File: src/hdl/bf_pkg.sv
// Package for the 5x5 box filter: configuration register constants and the
// flag struct passed from the position tracker to the datapath.
// No dependencies.
`default_nettype none

package bf_pkg;

    // image_size register
    localparam int unsigned            CFG_BITS  = 13;
    localparam logic [CFG_BITS-1:0]    CFG_RESET = 13'd4096;

    // per-item control flags from the position tracker
    typedef struct packed {
        logic emit;   // window complete, a result follows
        logic last;   // last pixel of the image, marks the last result
    } bf_flags_t;

endpackage

`default_nettype wire

File: src/hdl/bf_pos.sv
// Raster position tracker: frame start, wrap on a shrunk size, window-ready
// and end-of-frame flags, centre coordinates. Uses bf_pkg.
`default_nettype none

module bf_pos #(
    parameter int unsigned MAX_DIM    = 4096,
    parameter int unsigned HALF_WIDTH = 2
) (
    input  wire logic                         aclk,
    input  wire logic                         aresetn,
    input  wire logic                         advance,
    input  wire logic                         frame_start,
    input  wire logic [bf_pkg::CFG_BITS-1:0]  image_size,
    output logic      [$clog2(MAX_DIM)-1:0]   cur_col,
    output logic      [$clog2(2*HALF_WIDTH)-1:0] cur_slot,
    output logic      [$clog2(MAX_DIM)-1:0]   ctr_row,
    output logic      [$clog2(MAX_DIM)-1:0]   ctr_col,
    output bf_pkg::bf_flags_t                 flags
);

    localparam int unsigned PW    = $clog2(MAX_DIM);
    localparam int unsigned NW    = $clog2(MAX_DIM + 1);
    localparam int unsigned CW    = (NW > bf_pkg::CFG_BITS) ? NW : bf_pkg::CFG_BITS;
    localparam int unsigned WIN   = 2 * HALF_WIDTH + 1;
    localparam int unsigned LINES = 2 * HALF_WIDTH;
    localparam int unsigned SLW   = $clog2(LINES);

    logic [PW-1:0] row_reg, row_next;
    logic [PW-1:0] col_reg, col_next;
    // row index modulo LINES, picks the line store lane
    logic [SLW-1:0] slot_reg, slot_next;

    logic [CW-1:0]  size_ext, size_clamp;
    logic [NW-1:0]  n;
    logic [NW-1:0]  r0, c0, r1, r, c;
    logic [SLW-1:0] s0, s1, s;

    always_comb begin
        size_ext = CW'(image_size);
        if (size_ext < CW'(WIN)) begin
            size_clamp = CW'(WIN);
        end else if (size_ext > CW'(MAX_DIM)) begin
            size_clamp = CW'(MAX_DIM);
        end else begin
            size_clamp = size_ext;
        end
        n = size_clamp[NW-1:0];

        r0 = frame_start ? '0 : NW'(row_reg);
        c0 = frame_start ? '0 : NW'(col_reg);
        s0 = frame_start ? '0 : slot_reg;

        // column past a shrunk size wraps before use
        if (c0 >= n) begin
            c  = '0;
            r1 = r0 + NW'(1);
            s1 = (s0 == SLW'(LINES - 1)) ? '0 : s0 + SLW'(1);
        end else begin
            c  = c0;
            r1 = r0;
            s1 = s0;
        end
        r = (r1 >= n) ? '0 : r1;
        s = (r1 >= n) ? '0 : s1;

        flags.emit = (r >= NW'(LINES)) && (c >= NW'(LINES));
        flags.last = (r == n - NW'(1)) && (c == n - NW'(1));

        if (c + NW'(1) >= n) begin
            col_next = '0;
            if (r + NW'(1) >= n) begin
                row_next  = '0;
                slot_next = '0;
            end else begin
                row_next  = PW'(r + NW'(1));
                slot_next = (s == SLW'(LINES - 1)) ? '0 : s + SLW'(1);
            end
        end else begin
            col_next  = PW'(c + NW'(1));
            row_next  = PW'(r);
            slot_next = s;
        end

        cur_col  = PW'(c);
        cur_slot = s;
        ctr_row  = PW'(r - NW'(HALF_WIDTH));
        ctr_col  = PW'(c - NW'(HALF_WIDTH));
    end

    always_ff @(posedge aclk) begin
        if (!aresetn) begin
            row_reg  <= '0;
            col_reg  <= '0;
            slot_reg <= '0;
        end else if (advance) begin
            row_reg  <= row_next;
            col_reg  <= col_next;
            slot_reg <= slot_next;
        end
    end

endmodule

`default_nettype wire

File: config.mk
export PLATFORM = sky130hd
export DESIGN_NAME = bf_pos
export DESIGN_NICKNAME = d
export VERILOG_FILES = /design/src/hdl/bf_pkg.sv /design/src/hdl/bf_pos.sv
export SDC_FILE = /design/constraint.sdc
export NUM_CORES = 1
export LEC_CHECK = 0
export BUFFER_PORTS_ARGS = -buffer_cell sky130_fd_sc_hd__buf_2
export CAP_MARGIN = 20
export CORE_ASPECT_RATIO = 1.1
export CORE_MARGIN = 2
export CORE_UTILIZATION = 65
export DETAILED_ROUTE_END_ITERATION = 7
export GPL_TIMING_DRIVEN = 0
export PLACE_DENSITY = 0.87
export SLEW_MARGIN = 20
export SYNTH_ARGS = -nofsm -noshare
export SYNTH_HDL_FRONTEND = slang
export SYNTH_SLANG_ARGS = --single-unit
File: constraint.sdc
create_clock -name aclk -period 25.1 [get_ports aclk]
set_input_delay 6.275 -clock aclk [delete_from_list [all_inputs] [get_ports aclk]]
set_output_delay 6.275 -clock aclk [all_outputs]
set_load 0.1 [all_outputs]
## Yosys cells after proc, flatten, opt, wreduce, memory -nomap -nowiden

Index checks and enable logic that the tools add are counted.

- Register bits: 26
- Input bits: 17
- Logic and storage cells: 42
- Output and inout bits: 40

- Order comparisons: 8
- Reductions and logical operators: 2
- Muxes and demuxes: 17
- Equality and inequality tests: 4
- $add $sub $neg: 8

Operators by type and width:

| kind | number |
|---|---|
| two-way mux 12 bit | 6 |
| two-way mux 13 bit | 4 |
| greater-or-equal comparator 13 bit | 3 |
| adder 13 x 1 -> 13 bit (second input constant) | 2 |
| equality test 13 bit | 2 |
| greater-or-equal comparator 13 x 3 -> 1 bit (second input constant) | 2 |
| subtractor 12 x 2 -> 12 bit (second input constant) | 2 |
| two-way mux 2 bit | 7 |
| adder 12 x 1 -> 13 bit (second input constant) | 1 |
| greater-or-equal comparator 12 x 13 -> 1 bit | 1 |
| > comparator 13 bit (second input constant) | 1 |
| < comparator 13 x 3 -> 1 bit (second input constant) | 1 |
| subtractor 13 x 1 -> 13 bit (second input constant) | 1 |
| adder 2 x 1 -> 2 bit (second input constant) | 2 |
| equality test 2 bit (second input constant) | 2 |
| logical AND 1 bit | 2 |

## Longest topological paths before layout

Gate-level depths: netlist of the first run.

- Word-level depth: 11
- Mapped depth: 41
- Mapped depth without buffers: 34

## Least setup slack after synthesis of the first run

No wires, ideal clock.

- Kind: in2out
- From: in frame_start
- To: out flags[0] (netlist name)
- Slack: 4.358 ns
- Required time: 18.825 ns
- Arrival time: 14.467 ns
- Stages on the path: 26
- Cell sequence: clkbuf_1 clkbuf_1 clkbuf_1 clkbuf_1 nor2b_1 ha_1 nand4_1 o31a_1 a21o_1 buf_6 a311oi_1 xnor2_1 nor2_1 ha_1 a21oi_1 o21ai_0 a21oi_1 clkbuf_1 o21ai_2 nor2_1 ha_1 and2_1 o2111ai_1 nor4b_1 nand4_1 nor4_2

RTL lines:

| item | RTL line | text |
|---|---|---|
| start, declared | bf_pos.sv:12 | `input wire logic frame_start,` |
| end, declared | bf_pos.sv:18 | `output bf_pkg::bf_flags_t flags` |

==> metrics.txt, run 1 <==
main combinational cell family by area after synthesis=simple AND/OR/NAND/NOR gates; CTS tree=built; antenna violations before repair=0; Synth Area per Inst=about 7 µm²; Compound-Gate Fraction of Synth Area=about a quarter; Initial Utilization=between 60 and 70%; Clock Skew=11.2 ps; setup violators final=0; global route overflow=0; pre-CTS setup slack=4770 ps; commonest non-fill, non-tap cell in the layout=nor2_1; Least-Margin Pin Slew=1040 ps; Hold-fix buffers, CTS=0; vias in the first global route=about 5600; final period utilization=between 80% and 90%; Clock Pin Slew Worst Setup and Hold Paths=100 ps; Synth Cell Area=5040 µm²; Fillers=669; worst skew pair latency=slightly below 300 ps; DRC viols=0; GRT Util Overall=41.9%; port bufs=51; cell accounting for the most synthesized area=ha_1; Slew Limit Headroom=30.4%; # clock sinks=26; post-synthesis sequential area ratio=10.3%; Reg area=520 µm²; Synth async-reset ratio=0%; # Post-CTS Setup Buffers=0; clk buf depth=2; Hold Path Class=reg2reg; setup TNS=0 ps; RSZ-0062 raised after global routing=no; Die H=96.4 µm; drt pass-1 iters=5; layout cell share with drive strength beyond 1=11.1%; Final ANT Viol Nets=0; Starting DRT DRC Count=604; Post-Synth XOR/XNOR Area=9.03%; most frequent cells in the layout=72 x nor2_1, 71 x nand2_1, 61 x ha_1; placed instance count=874; WP data arrival=between 10000 and 15000 ps; via count=6024; Static Leak=2.29 nW; top cells by area, synth=ha_1 15%, dfxtp_1 10%, nor2_1 5.4%; flops & latches, synth=26; Crit. End Element=output port; Rows=33; Final HPWL DP=approximately 14000 µm; simple-gate share of the synthesized area=31.2%; Max FO, Critical Path=10; WL/cell=20.3 µm; library cells used by synthesis=between 70 and 80; cts bufs inserted=3; CTS Root Cell=clkbuf_8; post-CTS sizing=0; fin cells=slightly below 900; VDD IR max=21.7 µV; area occupied by multi-input gates=4210 µm²; nets=852; Mapped Nets=796; fin worst setup slack=around 4400 ps; final hold viol count=0; P&R area growth vs syn=8.66%; aggregate routed wire length=17800 µm; Crit Path Class=in2out; Pwr per Cell Area=30.6 nW/µm²; via-per-instance ratio=just under 7; Die Width=between 80 and 90 µm; diodes inserted=0; Synth Area in Adders=15.3%; first-pass GRT wire length=27700 µm; largest net degree at the start of global routing=14; Synth Flop Type=dfxtp_1; die area=8480 µm²; Post-synth EDFFs=0; minimum clock period after layout=20710 ps; H-Tree Depth=1; Synth top area share=15.1%; mux share of post-synthesis cell area=2.66%; I/O pin cnt=57; FMAX=48.3 MHz; status=complete, no violations; max cap viols=0; Synth Instances=approximately 720; core area=7470 µm²; share of the core filled with cells=around three quarters; final RePlAce weighted congestion=1.04; Ys Warns=0; Worst Path Required=18820 ps; Max Slew Vio Count=0; Worst setup SP type=primary input
## worst max-delay path, cell delays in order
cell       delay (ps)
clkbuf_1          240
clkbuf_1          480
clkbuf_1          540
clkbuf_1          480
nor2b_1           110
ha_1              340
o21ai_0           150
a21oi_1           100
o31ai_2           640
buf_2             390
nand3_1           420
xnor2_1           440
ha_1              300
nor2b_1           120
o21ai_0           120
a31oi_1           320
clkbuf_1          430
o21ai_2           260
nor2_1            420
ha_1              260
and2_1            150
o2111ai_1         100
nor4b_1           360
nand4_1           170
nor4_2            300
buf_2             480
## per-layer routing
layer / GRT usage [%] / wire (µm) / up-vias
li1: - / - / 2741
met1: 49.6 / 6830 / 2702
met5: 0 / 0 / -
met3: 6.78 / 1760 / 127
met4: 30.5 / 1390 / 0
met2: 68.0 / 7850 / 454
## cells in the mapped netlist (20+ instances only)
cell type,number
a21oi_1,42
xor2_1,24
inv_1,31
ha_1,61
xnor2_1,28
clkbuf_1,32
o21ai_0,33
nand3_1,32
nor3_1,20
nand2_1,71
nor2_1,72
dfxtp_1,26
nor2b_1,21
a31oi_1,22
nand4_1,22
## cells by family after synthesis
kind of cell             after synthesis
XOR/XNOR                              52
buffers and inverters                 74
AND/OR/NAND/NOR                      307
adder cells (fa/ha/maj)               62
flip-flops                            26
multiplexers                          13
AO/OA/AOI/OAI                        184
## area by class of cell
cell class,count,area share [%]
flip-flops and latches,26,9.50
repair buffers,51,4.66
inverters,31,2.12
plain buffers,43,3.68
multi-input cells,618,76.9
well taps,105,2.40
clock buffers,3,0.754
## where the power goes
group	switching [mW]	internal (mW)	total [mW]
sequential	0.00199	0.0427	0.0447
clock	0.0147	0.0108	0.0256
combinational	0.0735	0.0238	0.0972
## final timing paths
path                           start                 endpoint  slack [ps]  cells after the start
max                      frame_start                 flags[0]        4390                     26
min          row_reg[0]$_SDFFE_PN0P_  row_reg[0]$_SDFFE_PN0P_         520                      2
max reg2reg  col_reg[3]$_SDFFE_PN0P_  row_reg[7]$_SDFFE_PN0P_       15620                     34
min reg2reg  row_reg[0]$_SDFFE_PN0P_  row_reg[0]$_SDFFE_PN0P_         520                      2
## through the flow
step                hold slack [ps]  total power [mW]  cell area, µm²
floorplan                       469             0.120            5040
global placement                494             0.138            5430
detailed placement              505             0.140            5430
CTS                             517             0.165            5470
global route                    550             0.174            5480
finish                          517             0.167            5480
Note: power is estimated with default switching activity, not from simulation.
==> run 2, diff against run 1 <==
CORE_UTILIZATION = 55   (was 65)
PLACE_DENSITY = 0.79   (was 0.87)
clock period = 17.2 ns   (was 25.1 ns; I/O delays follow)
==> metrics.txt, run 2 (same netlist as run 1, synthesis figures left out) <==
Worst Path Required=12900 ps; most frequent CP cell=clkbuf_1; aggregate routed wire length=about 19000 µm; commonest non-fill, non-tap cell in the layout=nor2_1; CTS Root Cell=clkbuf_8; Worst setup SP type=primary input; drt pass-1 iters=5; final period utilization=96.4%; most frequent cells in the layout=72 x nor2_1, 71 x nand2_1, 61 x ha_1; global route overflow=0; minimum clock period after layout=16580 ps; RSZ-0062 raised after global routing=no; WP data arrival=12280 ps; nets=853; area occupied by multi-input gates=4220 µm²; flop2flop setup slack=between 7000 and 8000 ps; final RePlAce weighted congestion=approximately 1.0; Largest stage delay, worst path=510 ps; hold depth=2; Least-Margin Pin Slew=1060 ps; setup TNS=0 ps; DRC viols=0; die area=about 9900 µm²; placed cell area=5450 µm²; Die Width=~95 µm; Reg area=520 µm²; Crit. End Element=output port; Hold Crit Start=slot_reg[0]$_SDFFE_PN0P_; worst skew pair latency=280 ps; Hold Path Class=reg2reg; via-per-instance ratio=around 6.7; FMAX=just over 60 MHz; layout cell share with drive strength beyond 1=11.5%; CTS tree=built; largest net degree at the start of global routing=15; via count=5984; Final HPWL DP=between 10000 and 15000 µm; Pwr per Cell Area=approximately 45 nW/µm²; Final Instance Area=between 5000 and 6000 µm²; Largest delay share family, worst path=buffers and inverters; fin cells=888; vias in the first global route=5573; Die H=approximately 100 µm; power after layout=250 µW; # Post-CTS Setup Buffers=0; Starting DRT DRC Count=513; Rows=36; reg2reg start=col_reg[6]$_SDFFE_PN0P_; Fillers=817; status=complete, no violations; cts bufs inserted=3; Initial Utilization=a little under three fifths; # clock sinks=26; Clock Pin Slew Worst Setup and Hold Paths=100 ps; setup violators final=0; port bufs=51; Crit Path Class=in2out; P&R area growth vs syn=9.46%; Max FO, Critical Path=10; reg-to-reg endpoint=row_reg[11]$_SDFFE_PN0P_; H-Tree Depth=1; I/O pin cnt=57; Slew Limit Headroom=28.5%; Clock Skew=4.12 ps; WP buf/inv=8; Max Slew Vio Count=0; core area=8870 µm²; GRT Util Overall=between 30% and 40%; antenna violations before repair=0; R2R depth=35; Static Leak=~2.3 nW; clk buf depth=2; placed instance count=884; Endpoint, Worst Hold=slot_reg[0]$_SDFFE_PN0P_; final hold viol count=0; worst-path cell with the longest stage delay=a31oi_1; VDD IR max=between 30 and 40 µV; max cap viols=0; WL/cell=20.9 µm; first-pass GRT wire length=29200 µm; Final ANT Viol Nets=0; Fin Hold WS=around 530 ps; diodes inserted=0
-- run 2: where the power goes --
group | switching, mW | total, mW | internal [mW]
registers | 0.00298 | 0.0653 | 0.0623
clock network | 0.0224 | 0.0429 | 0.0206
logic | 0.107 | 0.142 | 0.0348
total | 0.133 | 0.250 | 0.118
-- run 2: repair_timing --
action / in CTS / in global routing
gates resized for setup: 0 / 5
hold buffers: 0 / 0
endpoints found under the setup margin: 0 / 2
endpoints found under the hold margin: 0 / 0
-- run 2: worst reg2reg max path, delay by kind of cell, from the launching register on --
| kind | cells | cell delay (ps) |
|---|---|---|
| simple gates | 11 | 2790 |
| fa+ha+maj | 4 | 1070 |
| flops | 1 | 330 |
| xor+xnor | 1 | 430 |
| compound gates | 12 | 2730 |
| buf+inv | 7 | 2130 |
-- run 2: worst max path at each step --
stage                start     endpoint  slack (ps)  cells after the start
2_1_floorplan  frame_start     flags[0]         410                     26
3_3_place_gp   frame_start  ctr_row[11]         370                     25
3_5_place_dp   frame_start     flags[0]         380                     26
4_1_cts        frame_start     flags[0]         370                     26
5_1_grt        frame_start     flags[0]         210                     27
6_report       frame_start     flags[0]         620                     27
-- run 2: layout make-up --
cell class / count / area share (%)
timing repair buffer: 52 / 4.76
buffer: 43 / 3.70
multi-input combinational: 618 / 76.4
tap: 114 / 2.59
sequential: 26 / 9.43
clock buffer: 4 / 0.998
inverter: 31 / 2.11
-- run 2: through the flow --
stage               util [%]  setup WS, ps
floorplan                  -           408
global placement        61.3           372
detailed placement      61.4           383
CTS                     62.1           369
global route            62.2           208
finish                  62.2           617
-- run 2: layer usage --
metal | wire (µm) | track usage, % | share of wire, % | up-vias
met2 | 8660 | 59.5 | 47 | 392
met1 | 7060 | 46.8 | 38 | 2757
li1 | - | - | - | 2751
met4 | 1100 | 20.5 | 5.9 | 0
met5 | 0 | 0 | 0 | -
met3 | 1710 | 5.43 | 9.2 | 84
