File: src/hdl/bf_cell.sv
// One column cell of the window chain: holds the sum of one window column,
// hands it to its left neighbour on a shift and adds it to the running sum.
// No package dependencies.
`default_nettype none

module bf_cell #(
    parameter int unsigned COL_W = 19,
    parameter int unsigned SUM_W = 21
) (
    input  wire logic             aclk,
    input  wire logic             shift_en,
    input  wire logic [COL_W-1:0] col_in,
    output logic      [COL_W-1:0] col_out,
    input  wire logic [SUM_W-1:0] part_in,
    output logic      [SUM_W-1:0] part_out
);

    logic [COL_W-1:0] col_reg;

    always_ff @(posedge aclk) begin
        if (shift_en) begin
            col_reg <= col_in;
        end
    end

    assign col_out  = col_reg;
    assign part_out = part_in + SUM_W'(col_reg);

endmodule

`default_nettype wire

File: config.mk
export PLATFORM = sky130hd
export DESIGN_NAME = bf_cell
export DESIGN_NICKNAME = d
export VERILOG_FILES = /design/src/hdl/bf_cell.sv
export SDC_FILE = /design/constraint.sdc
export NUM_CORES = 1
export LEC_CHECK = 0
export BUFFER_PORTS_ARGS = -buffer_cell sky130_fd_sc_hd__buf_4
export CAP_MARGIN = 20
export CORE_ASPECT_RATIO = 0.6
export CORE_MARGIN = 1.5
export CORE_UTILIZATION = 35
export DETAILED_ROUTE_END_ITERATION = 10
export GPL_ROUTABILITY_DRIVEN = 1
export RECOVER_POWER = 100
export SETUP_SLACK_MARGIN = 0.02
export SLEW_MARGIN = 20
export SYNTH_ARGS = -nofsm -noshare
export SYNTH_HDL_FRONTEND = slang
export SYNTH_SLANG_ARGS = --single-unit
File: constraint.sdc
create_clock -name aclk -period 2.9 [get_ports aclk]
set_input_delay 0.145 -clock aclk [delete_from_list [all_inputs] [get_ports aclk]]
set_output_delay 0.145 -clock aclk [all_outputs]
set_load 0.1 [all_outputs]
Word level (Yosys, flattened, before mapping):

Index checks and enable logic that the tools add are counted.

* output and inout bits: 40
* ROM bits: 0
* memories: 0
* logic and storage cells: 2
* register bits: 19
* RAM bits: 0
* latch bits: 0

* $add $sub $neg: 1
* multiply operators: 0
* reductions and logical operators: 0
* shift-type cells: 0
* $lt $le $gt $ge: 0
* divide/modulo/power cells: 0
* mux-type cells: 0
* bitwise logic cells: 0
* equal/unequal tests: 0

Operator list (count)
* adder 21 x 19 -> 21 bit: 1

Longest topological paths before layout:

Gate-level depths: netlist of the first run.

* depth in word-level cells: 1
* depth in mapped cells: 7

Worst setup path before layout of the first run:

Ideal clock, no wire load.

* kind: flip-flop to output port
* start point: register col_reg[0] (netlist: col_out[0])
* end point: output port part_out[16]
* path buffers: 0
* arrival: 3.846 ns
* setup slack: -1.091 ns
* stages on the path, launching flop included: 8
* path through: edfxtp_1 ha_1 fa_1 a211oi_1 o2111ai_1 a21oi_2 o211ai_1 xor2_1

* longest elaborated chain between the ends: 1

RTL lines
* start, declared: line 18 `logic [COL_W-1:0] col_reg;`
* start signal, assigned: line 22 `col_reg <= col_in;`
* adder 21 x 19 -> 21 bit: line 27 `assign part_out = part_in + SUM_W'(col_reg);`
* end, declared: line 15 `output logic [SUM_W-1:0] part_out`

No other way between the ends.

Worst setup path in the final report of the first run:

* start point: register col_reg[4] (netlist: col_out[4])
* end point: output port part_out[19]

The elaborated chain is that of the path after synthesis.

==> impl_results.md, run 1 <==
- VDD IR-drop max: between 400 and 500 uV
- Netlist cell types: 38
- Synth Instances: around 160
- Placed Area: between 0.002 and 0.003 sq mm
- IO Count: 82
- Primary FF master, synth: edfxtp_1
- CTS Sinks: 19
- DR DRC count: 0
- CP Max Fanout: 5
- Synthesized Nets: 220
- DR iter-0 viols: 85
- Setup-failing EPs final: 0
- Endpoint class of the critical path: primary output
- Area share of the largest cell type after synthesis: about 36%
- Final hold slack: ~0.090 ns
- Die area: between 0.004 and 0.005 sq mm
- Area Overhead vs Synth: 70.1%
- CTS buffer count: 3
- Congestion Overflow GR: 0
- Max incr delay on CP: ~0.47 ns
- Final worst path period share: 95.2%
- Crit Path Category: reg2out
- Leading area contributor after synthesis: edfxtp_1
- Leak pwr: ~1.0 nW
- Number of buffers added on ports: 81
- Hpwl dp: about 4 mm
- Die height: approximately 55 microns
- Fmax: 0.362 GHz
- Cell area after synthesis: 0.00158 sq mm
- CTS tree: done
- Root Buffer: clkbuf_8
- Yosys warnings: 0
- Post-route cell area: around 0.0027 sq mm
- Number of synthesized flops with an enable pin: 19
- Status: completed
- DR vias: about 1600
- Max-slew violations: 0
- TritonRoute pass-1 iters: 4
- Startpoint Class: register
- Finished Core Util: a little under two thirds
- Vias in the first global route: 1395
- WP data arrival: 2.62 ns
- Area contributors post-synth: edfxtp_1, ha_1, a21oi_1
- H-tree depth: 1
- Clock Path Buffers: 2
- Unrepaired setup endpoints after global routing: no
- Final Wtd Congestion: 0.813
- Slew of the pin with the lowest slew margin: about 1.2 ns
- Most common cell in the synthesized netlist: a21oi_1
- Synth cell count leaders: a21oi_1, edfxtp_1, ha_1
- Crit path max-delay cell type: edfxtp_1
- Clock-pin slew on the worst setup and hold paths: 0.07 ns
- Core area: 0.00421 sq mm
- Post-DRT Antenna Nets: 0
- Relative slew slack: 20.2%
- Post-Route WL: between 4 and 5 mm
- Max cap viols: 0
- Final Hold Viols: 0
- Initial Util: between 30% and 40%
- Antenna cells: 0
- Tot GR Track Use: 18.5%
- Initial antenna violation count: 0
- Flip-flop count of the largest register after layout: 19
- Vias per std cell: between 5 and 6
- Crit-path cells: ha_4, a21oi_1, o211ai_2, a21oi_2, nand2_1, a311oi_4, buf_4
- Mean Syn Cell Area: around 10 sq um
- PwrDens: 696 mW/mm^2
- Largest net degree at the start of global routing: 20
- Final net count: between 300 and 400
- Share of synthesized flip-flops with an asynchronous set or reset: 0%
- Min-Delay Path Class: in2reg
- Die X: 89.8 microns
- First-pass GRT wire length: 7.01 mm
- Drt wl/cell: 15.4 microns
- Synthesized flop and latch total: 19
- CP required: between 2 and 3 ns
- Post-synthesis sequential area ratio: 36.1%
- Share of cells above drive strength 1: 46.7%
- Num rows: 18
- Tmin final: between 2 and 3 ns
## placed cells by master (no fill, tap or decap), types with 3 or more instances in the layout
cell type / n
a211oi_2: 3
a21o_1: 5
a21oi_1: 19
a21oi_2: 4
buf_4: 25
clkbuf_1: 24
clkbuf_2: 5
clkbuf_4: 26
clkbuf_8: 3
edfxtp_1: 19
ha_1: 6
ha_4: 12
inv_1: 4
nand2_1: 10
nand3_1: 3
nor2_1: 10
o211ai_1: 3
o21ai_0: 7
o21ai_1: 3
xnor2_2: 3
xnor2_4: 5
xor2_4: 6
## metal layers
layer	share of wire, %	global-route usage (%)	up-vias
li1	-	-	779
met1	55	29.9	735
met2	40	25.2	57
met3	5.6	3.28	2
met4	0.22	3.17	0
met5	0	0	-
## cells by family after synthesis
group	Yosys count	synth area share (%)
AO/OA/AOI/OAI	61	25.6
AND/OR/NAND/NOR	35	10.8
adder cells (fa/ha/maj)	20	16.3
flip-flops	19	36.1
XOR/XNOR	16	8.86
buffers and inverters	6	1.58
multiplexers	1	0.712
## final timing paths
check,from,endpoint,slack (ns),cells past startpoint
max,col_out[4],part_out[19],0.14,7
min,col_in[6],col_out[6],0.09,1
## what timing repair did
item / in CTS / in global routing
hold buffers: 0 / 0
pin swaps: 1 / 3
gates resized for setup: 2 / 4
setup buffers: 1 / 0
setup endpoints to repair: 2 / 4
## through the flow
stage | setup TNS [ns] | std cells | worst slack (ns) | power (W)
after floorplan | -1.76 | 158 | -0.449 | 0.00148
after global placement | 0 | 297 | 0.138 | 0.00173
after detailed placement | 0 | 297 | 0.0809 | 0.00174
after CTS | 0 | 302 | 0.0538 | 0.00192
after global routing | 0 | 302 | 0.0307 | 0.00194
final | 0 | 302 | 0.139 | 0.00187
## where the power goes
group / internal [W] / switching, W / total [W] / leakage (nW)
Sequential: 0.000328 / 0.0000227 / 0.000351 / 0.186
Combinational: 0.000345 / 0.000999 / 0.00134 / 0.823
Clock: 0.0000974 / 0.0000807 / 0.000178 / 0.0228
Total: 0.000771 / 0.00110 / 0.00187 / 1.03
## final cells by class
cell class	count	area, sq um
fill	371	1520
multi-input combinational	133	1470
sequential	19	571
timing repair buffer	82	515
tap	60	75.1
clock buffer	4	45.0
inverter	4	15.0
## worst max-delay path: cells and delay by family, from the launching register on
| family | cells | cell delay [ns] |
|---|---|---|
| flip-flops | 1 | 0.47 |
| AND/OR/NAND/NOR | 1 | 0.20 |
| adder cells (fa/ha/maj) | 1 | 0.27 |
| AO/OA/AOI/OAI | 4 | 1.10 |
| buffers and inverters | 1 | 0.33 |
Power figures use the tool's default switching activity.
==> run 2: changes to the inputs <==
- BUFFER_PORTS_ARGS: -buffer_cell sky130_fd_sc_hd__buf_4 -> -buffer_cell sky130_fd_sc_hd__buf_2
==> impl_results.md, run 2 (synthesized netlist as in run 1, its figures left out) <==
- Status: completed
- Initial Util: 37.6% (unchanged)
- Drt wl/cell: 15.2 microns (-0.83%)
- Final worst path period share: 94.4% (-0.84 points)
- Crit path max-delay cell type: edfxtp_1
- CP Max Fanout: 5 (unchanged)
- Tot Pwr: 0.00187 W (about the same)
- Placed insts: 299 (+0.67%)
- H-tree depth: 1 (unchanged)
- Final net count: 307 (+0.66%)
- Fmax: 0.365 GHz (+0.89%)
- Core area: 0.00421 sq mm (unchanged)
- Antenna cells: 0 (unchanged)
- Relative slew slack: 19.4% (-0.80 points)
- VDD IR-drop max: 469 uV (-1.2%)
- TritonRoute pass-1 iters: 4 (unchanged)
- DR DRC count: 0 (unchanged)
- Share of power burned in registers: 18.7% (about the same)
- Root Buffer: clkbuf_8
- Flip-flop count of the largest register after layout: 19 (unchanged)
- Die X: 89.8 microns (unchanged)
- Commonest non-fill, non-tap cell in the layout: buf_2
- Most frequent cells in the layout: buf_2, clkbuf_1, a21oi_1, edfxtp_1, ha_4
- Net Sw Frac: 59.0% (+0.16 points)
- Final Wtd Congestion: 0.832 (+2.3%)
- CTS buffer count: 3 (unchanged)
- DR iter-0 viols: 171 (+100%)
- Clock power share: 9.3% (-0.2 points)
- Finished Core Util: 61.9% (-2.0 points)
- Congestion Overflow GR: 0 (unchanged)
- CP required: 2.76 ns (about the same)
- Post-DRT Antenna Nets: 0 (unchanged)
- Slew of the pin with the lowest slew margin: 1.21 ns (+0.0120 ns)
- Critical Path End: part_out[15]
- Hpwl dp: 4.02 mm (+1.0%)
- Crit-path cells: ha_1, a211oi_2, o211ai_2, a21oi_2, nand2_1, xor2_4, clkbuf_2
- CTS Sinks: 19 (unchanged)
- Max cap viols: 0 (unchanged)
- Max-slew violations: 0 (unchanged)
- First-pass GRT wire length: 7.04 mm (+0.40%)
- Leak pwr: 1.01 nW (-2.2%)
- WP data arrival: 2.59 ns (-0.03 ns)
- Min-Delay Path Class: in2reg
- Post-Route WL: 4.63 mm (-0.17%)
- Tot GR Track Use: 18.8% (+0.23 points)
- Initial antenna violation count: 0 (unchanged)
- Vias in the first global route: 1426 (+2.2%)
- Die height: 55.1 microns (unchanged)
- Clock-pin slew on the worst setup and hold paths: 0.07 ns (about the same)
- Max incr delay on CP: 0.46 ns (about the same)
- Clock Path Buffers: 2 (unchanged)
- Endpoint class of the critical path: primary output
- Share of cells above drive strength 1: 45.5% (-1.2 points)
- CTS tree: done
- Sw Pwr: 0.00110 W (+0.17%)
- Area Overhead vs Synth: 64.9%
- Largest net degree at the start of global routing: 20 (unchanged)
- PwrDens: 718 mW/mm^2 (+3.1%)
- Comb pwr share: 71.9% (about the same)
- IO Count: 82 (unchanged)
- Final Hold Viols: 0 (unchanged)
- CP startpoint: col_out[1]
- Hold-fix buffers, CTS: 0 (unchanged)
- Unrepaired setup endpoints after global routing: no
- Setup-failing EPs final: 0 (unchanged)
- Tmin final: 2.74 ns (-0.0244 ns)
- Fin cells: 304 (+0.66%)
- Pint: 0.000767 W (-0.47%)
- Die area: 0.00494 sq mm (unchanged)
- Vias per std cell: 5.19 (-0.41%)
- Number of buffers added on ports: 81 (unchanged)
- Startpoint Class: register
- Num rows: 18 (unchanged)
- DR vias: 1577 (+0.25%)
- Crit Path Category: reg2out
run 2: cell types whose count changed in the layout (fill, tap and decap cells not counted), moves of 2 or more:
cell,before,now
buf_2,2,41
buf_4,25,3
clkbuf_4,26,6
buf_12,0,2
o21ai_1,3,5
run 2: how the worst min path moves through the flow:
stage	start	end	slack, ns	cells after the start
2_1_floorplan	col_in[0]	col_out[0]	0.24	0
3_3_place_gp	col_in[4]	col_out[4]	0.32	1
3_5_place_dp	col_in[18]	col_out[18]	0.32	1
4_1_cts	col_in[10]	col_out[10]	0.06	1
5_1_grt	col_in[0]	col_out[0]	0.05	1
6_report	col_in[10]	col_out[10]	0.07	1
run 2: what timing repair did:
| action | CTS | global route |
|---|---|---|
| pin swaps | 0 | 3 |
| buffers inserted | 0 | 1 |
| resized for setup | 1 | 10 |
| endpoints found under the hold margin | 0 | 0 |
| setup endpoints to repair | 1 | 11 |
run 2: final cells by class:
class	instances	area, sq um
Inverter	4	15.0
Clock inverter	1	7.51
Clock buffer	3	41.3
Fill cell	354	1600
Sequential cell	19	571
Multi-Input combinational cell	133	1440
Timing Repair Buffer	84	455
Tap cell	60	75.1
run 2: routing by layer:
metal	global-route usage [%]	vias up	wire, microns
li1	-	782	-
met1	30.1	726	2440
met2	26.0	67	1830
met3	2.46	2	347
met4	4.76	0	17
met5	0	-	0
run 2: power by group through the flow:
stage                     Sequential, W  Clock (W)  Combinational (W)
after floorplan                0.000505          0           0.000973
after global placement         0.000355          0            0.00135
after detailed placement       0.000356          0            0.00136
after CTS                      0.000350   0.000184            0.00136
after global routing           0.000353   0.000194            0.00140
final                          0.000350   0.000175            0.00135
run 2: metrics by stage:
step	instance area, sq um	TNS (ns)	hold slack, ns	setup slack [ns]
after floorplan	2060	-1.76	0.244	-0.449
after global placement	2590	0	0.323	0.323
after detailed placement	2590	0	0.323	0.308
after CTS	2650	0	0.0604	0.0722
after global routing	2610	0	0.0525	0.0217
final	2610	0	0.0674	0.163
run 2: critical path: cells and delay by family (launching register included):
kind | cells | cell delay [ns]
compound gates | 3 | 0.71
flops | 1 | 0.46
buf+inv | 1 | 0.46
fa+ha+maj | 1 | 0.34
simple gates | 1 | 0.20
xor+xnor | 1 | 0.16
==> run 3: changes to the inputs <==
- CTS_CLUSTER_DIAMETER: default -> 30
- PLACE_DENSITY: default -> 0.64
- clock period: 2.9 -> 2.8 ns (I/O delays scaled with it)
==> impl_results.md, run 3 (synthesized netlist as in run 1, its figures left out) <==
- Status: completed
- VDD IR-drop max: 449 uV (-4.4%)
- Endpoint class of the critical path: primary output
- Die height: 55.1 microns (unchanged)
- Root Buffer: clkbuf_8
- Final net count: 306 (-0.33%)
- DR vias: 1544 (-2.1%)
- Tot Pwr: 0.00199 W (+6.5%)
- Final worst path period share: 96.6%
- Core area: 0.00421 sq mm (unchanged)
- Min-Delay Path Class: in2reg
- Tmin final: about 2.7 ns
- Relative slew slack: 21.7% (+2.4 points)
- Congestion Overflow GR: 0 (unchanged)
- DR DRC count: 0 (unchanged)
- Initial antenna violation count: 0 (unchanged)
- Area Overhead vs Synth: 63.6%
- Crit-path cells: ha_4, fa_2, a211oi_2, o2111ai_2, a21oi_2, o211ai_1, xor2_4, buf_8
- Slew of the pin with the lowest slew margin: 1.18 ns (-0.0359 ns)
- Total negative slack: 0 ns (unchanged)
- Leak pwr: 1.04 nW (+3.2%)
- Die X: 89.8 microns (unchanged)
- First-pass GRT wire length: 6.67 mm (-5.3%)
- Antenna cells: 0 (unchanged)
- Share of cells above drive strength 1: 44.4% (-1.0 points)
- Fin cells: 303 (-0.33%)
- Vias in the first global route: 1353 (-5.1%)
- Crit path max-delay cell type: edfxtp_1
- TritonRoute pass-1 iters: 4 (unchanged)
- Initial Util: 37.6% (unchanged)
- H-tree depth: 1 (unchanged)
- CP required: 2.66 ns (-0.10 ns)
- Fmax: between 0.3 and 0.4 GHz
- Number of buffers added on ports: 81 (unchanged)
- Area occupied by multi-input gates: 0.00136 sq mm (-5.6%)
- Crit Path Category: reg2out
- CP Max Fanout: 3 (-2)
- Hpwl dp: 3.80 mm (-5.6%)
- Post-Route WL: 4.41 mm (-4.9%)
- Commonest non-fill, non-tap cell in the layout: buf_2
- Most frequent cells in the layout: buf_2, clkbuf_1, edfxtp_1, a21oi_1, ha_1
- IO Count: 82 (unchanged)
- Sequential Area: 571 sq um (unchanged)
- Num rows: 18 (unchanged)
- WP data arrival: 2.56 ns (-0.03 ns)
- Largest net degree at the start of global routing: 20 (unchanged)
- Flip-flop count of the largest register after layout: 19 (unchanged)
- Max incr delay on CP: 0.43 ns (-0.03 ns)
- Drt wl/cell: 14.5 microns (-4.6%)
- DR iter-0 viols: 108 (-37%)
- CTS Sinks: 19 (unchanged)
- Crit path max-delay family: compound AO/OA/AOI/OAI gates
- Unrepaired setup endpoints after global routing: no
- CTS buffer count: 3 (unchanged)
- FILL cells: 369 (+4.2%)
- CTS tree: done
- Placed Area: 0.00259 sq mm (unchanged)
- Startpoint Class: register
- Post-DRT Antenna Nets: 0 (unchanged)
- Post-route cell area: 0.00259 sq mm (-0.77%)
- Final Wtd Congestion: 0.796 (-4.4%)
- Clock-pin slew on the worst setup and hold paths: 0.07 ns (about the same)
- Die area: 0.00494 sq mm (unchanged)
- PwrDens: 770 mW/mm^2 (+7.4%)
- Max-slew violations: 0 (unchanged)
- Placed insts: 299 (unchanged)
- Setup-failing EPs final: 0 (unchanged)
- Buf/Inv on CP: 1 (unchanged)
- Final hold slack: 0.0581 ns (-0.00937 ns)
- Max cap viols: 0 (unchanged)
- Clock Path Buffers: 2 (unchanged)
- Tot GR Track Use: 17.6% (-1.2 points)
- Vias per std cell: 5.10 (-1.8%)
- Final Hold Viols: 0 (unchanged)
==> run 3: layout make-up <==
class	instances	share of cell area [%]
timing repair buffer	83	20.0
multi-input combinational	133	52.7
sequential	19	22.1
tap	60	2.90
clock inverter	1	0.193
inverter	4	0.580
clock buffer	3	1.60
==> run 3: repair_timing <==
item | CTS | global route
setup buffers | 0 | 0
endpoints found under the setup margin | 0 | 7
hold buffers | 0 | 0
gates resized for setup | 0 | 7
==> run 3: path summary, 6_finish.rpt <==
kind                       start           end  slack [ns]  depth (start not counted)
worst max-delay path  col_out[0]  part_out[16]         0.1                          8
worst min-delay path   col_in[8]    col_out[8]        0.06                          1
==> run 3: report_power, final <==
part	internal, W	switching [W]	total (W)
Clock	0.0000986	0.0000834	0.000182
Sequential	0.000340	0.0000170	0.000357
Combinational	0.000405	0.00105	0.00145
==> run 3: routing by layer <==
layer  part of all wire (%)  vias to the layer above  track usage, %
li1                       -                      777               -
met1                     54                      697            27.7
met2                     39                       65            24.2
met3                    6.7                        5            3.01
met4                   0.75                        0            4.76
met5                      0                        -               0
==> run 3: metrics by stage <==
| stage | util [%] | setup slack (ns) |
|---|---|---|
| after global routing | 61.4 | 0.0109 |
| after CTS | 62.6 | 0.0867 |
| after detailed placement | 61.5 | 0.374 |
| final | 61.4 | 0.0960 |
| after floorplan | - | -0.404 |
| after global placement | 61.5 | 0.406 |
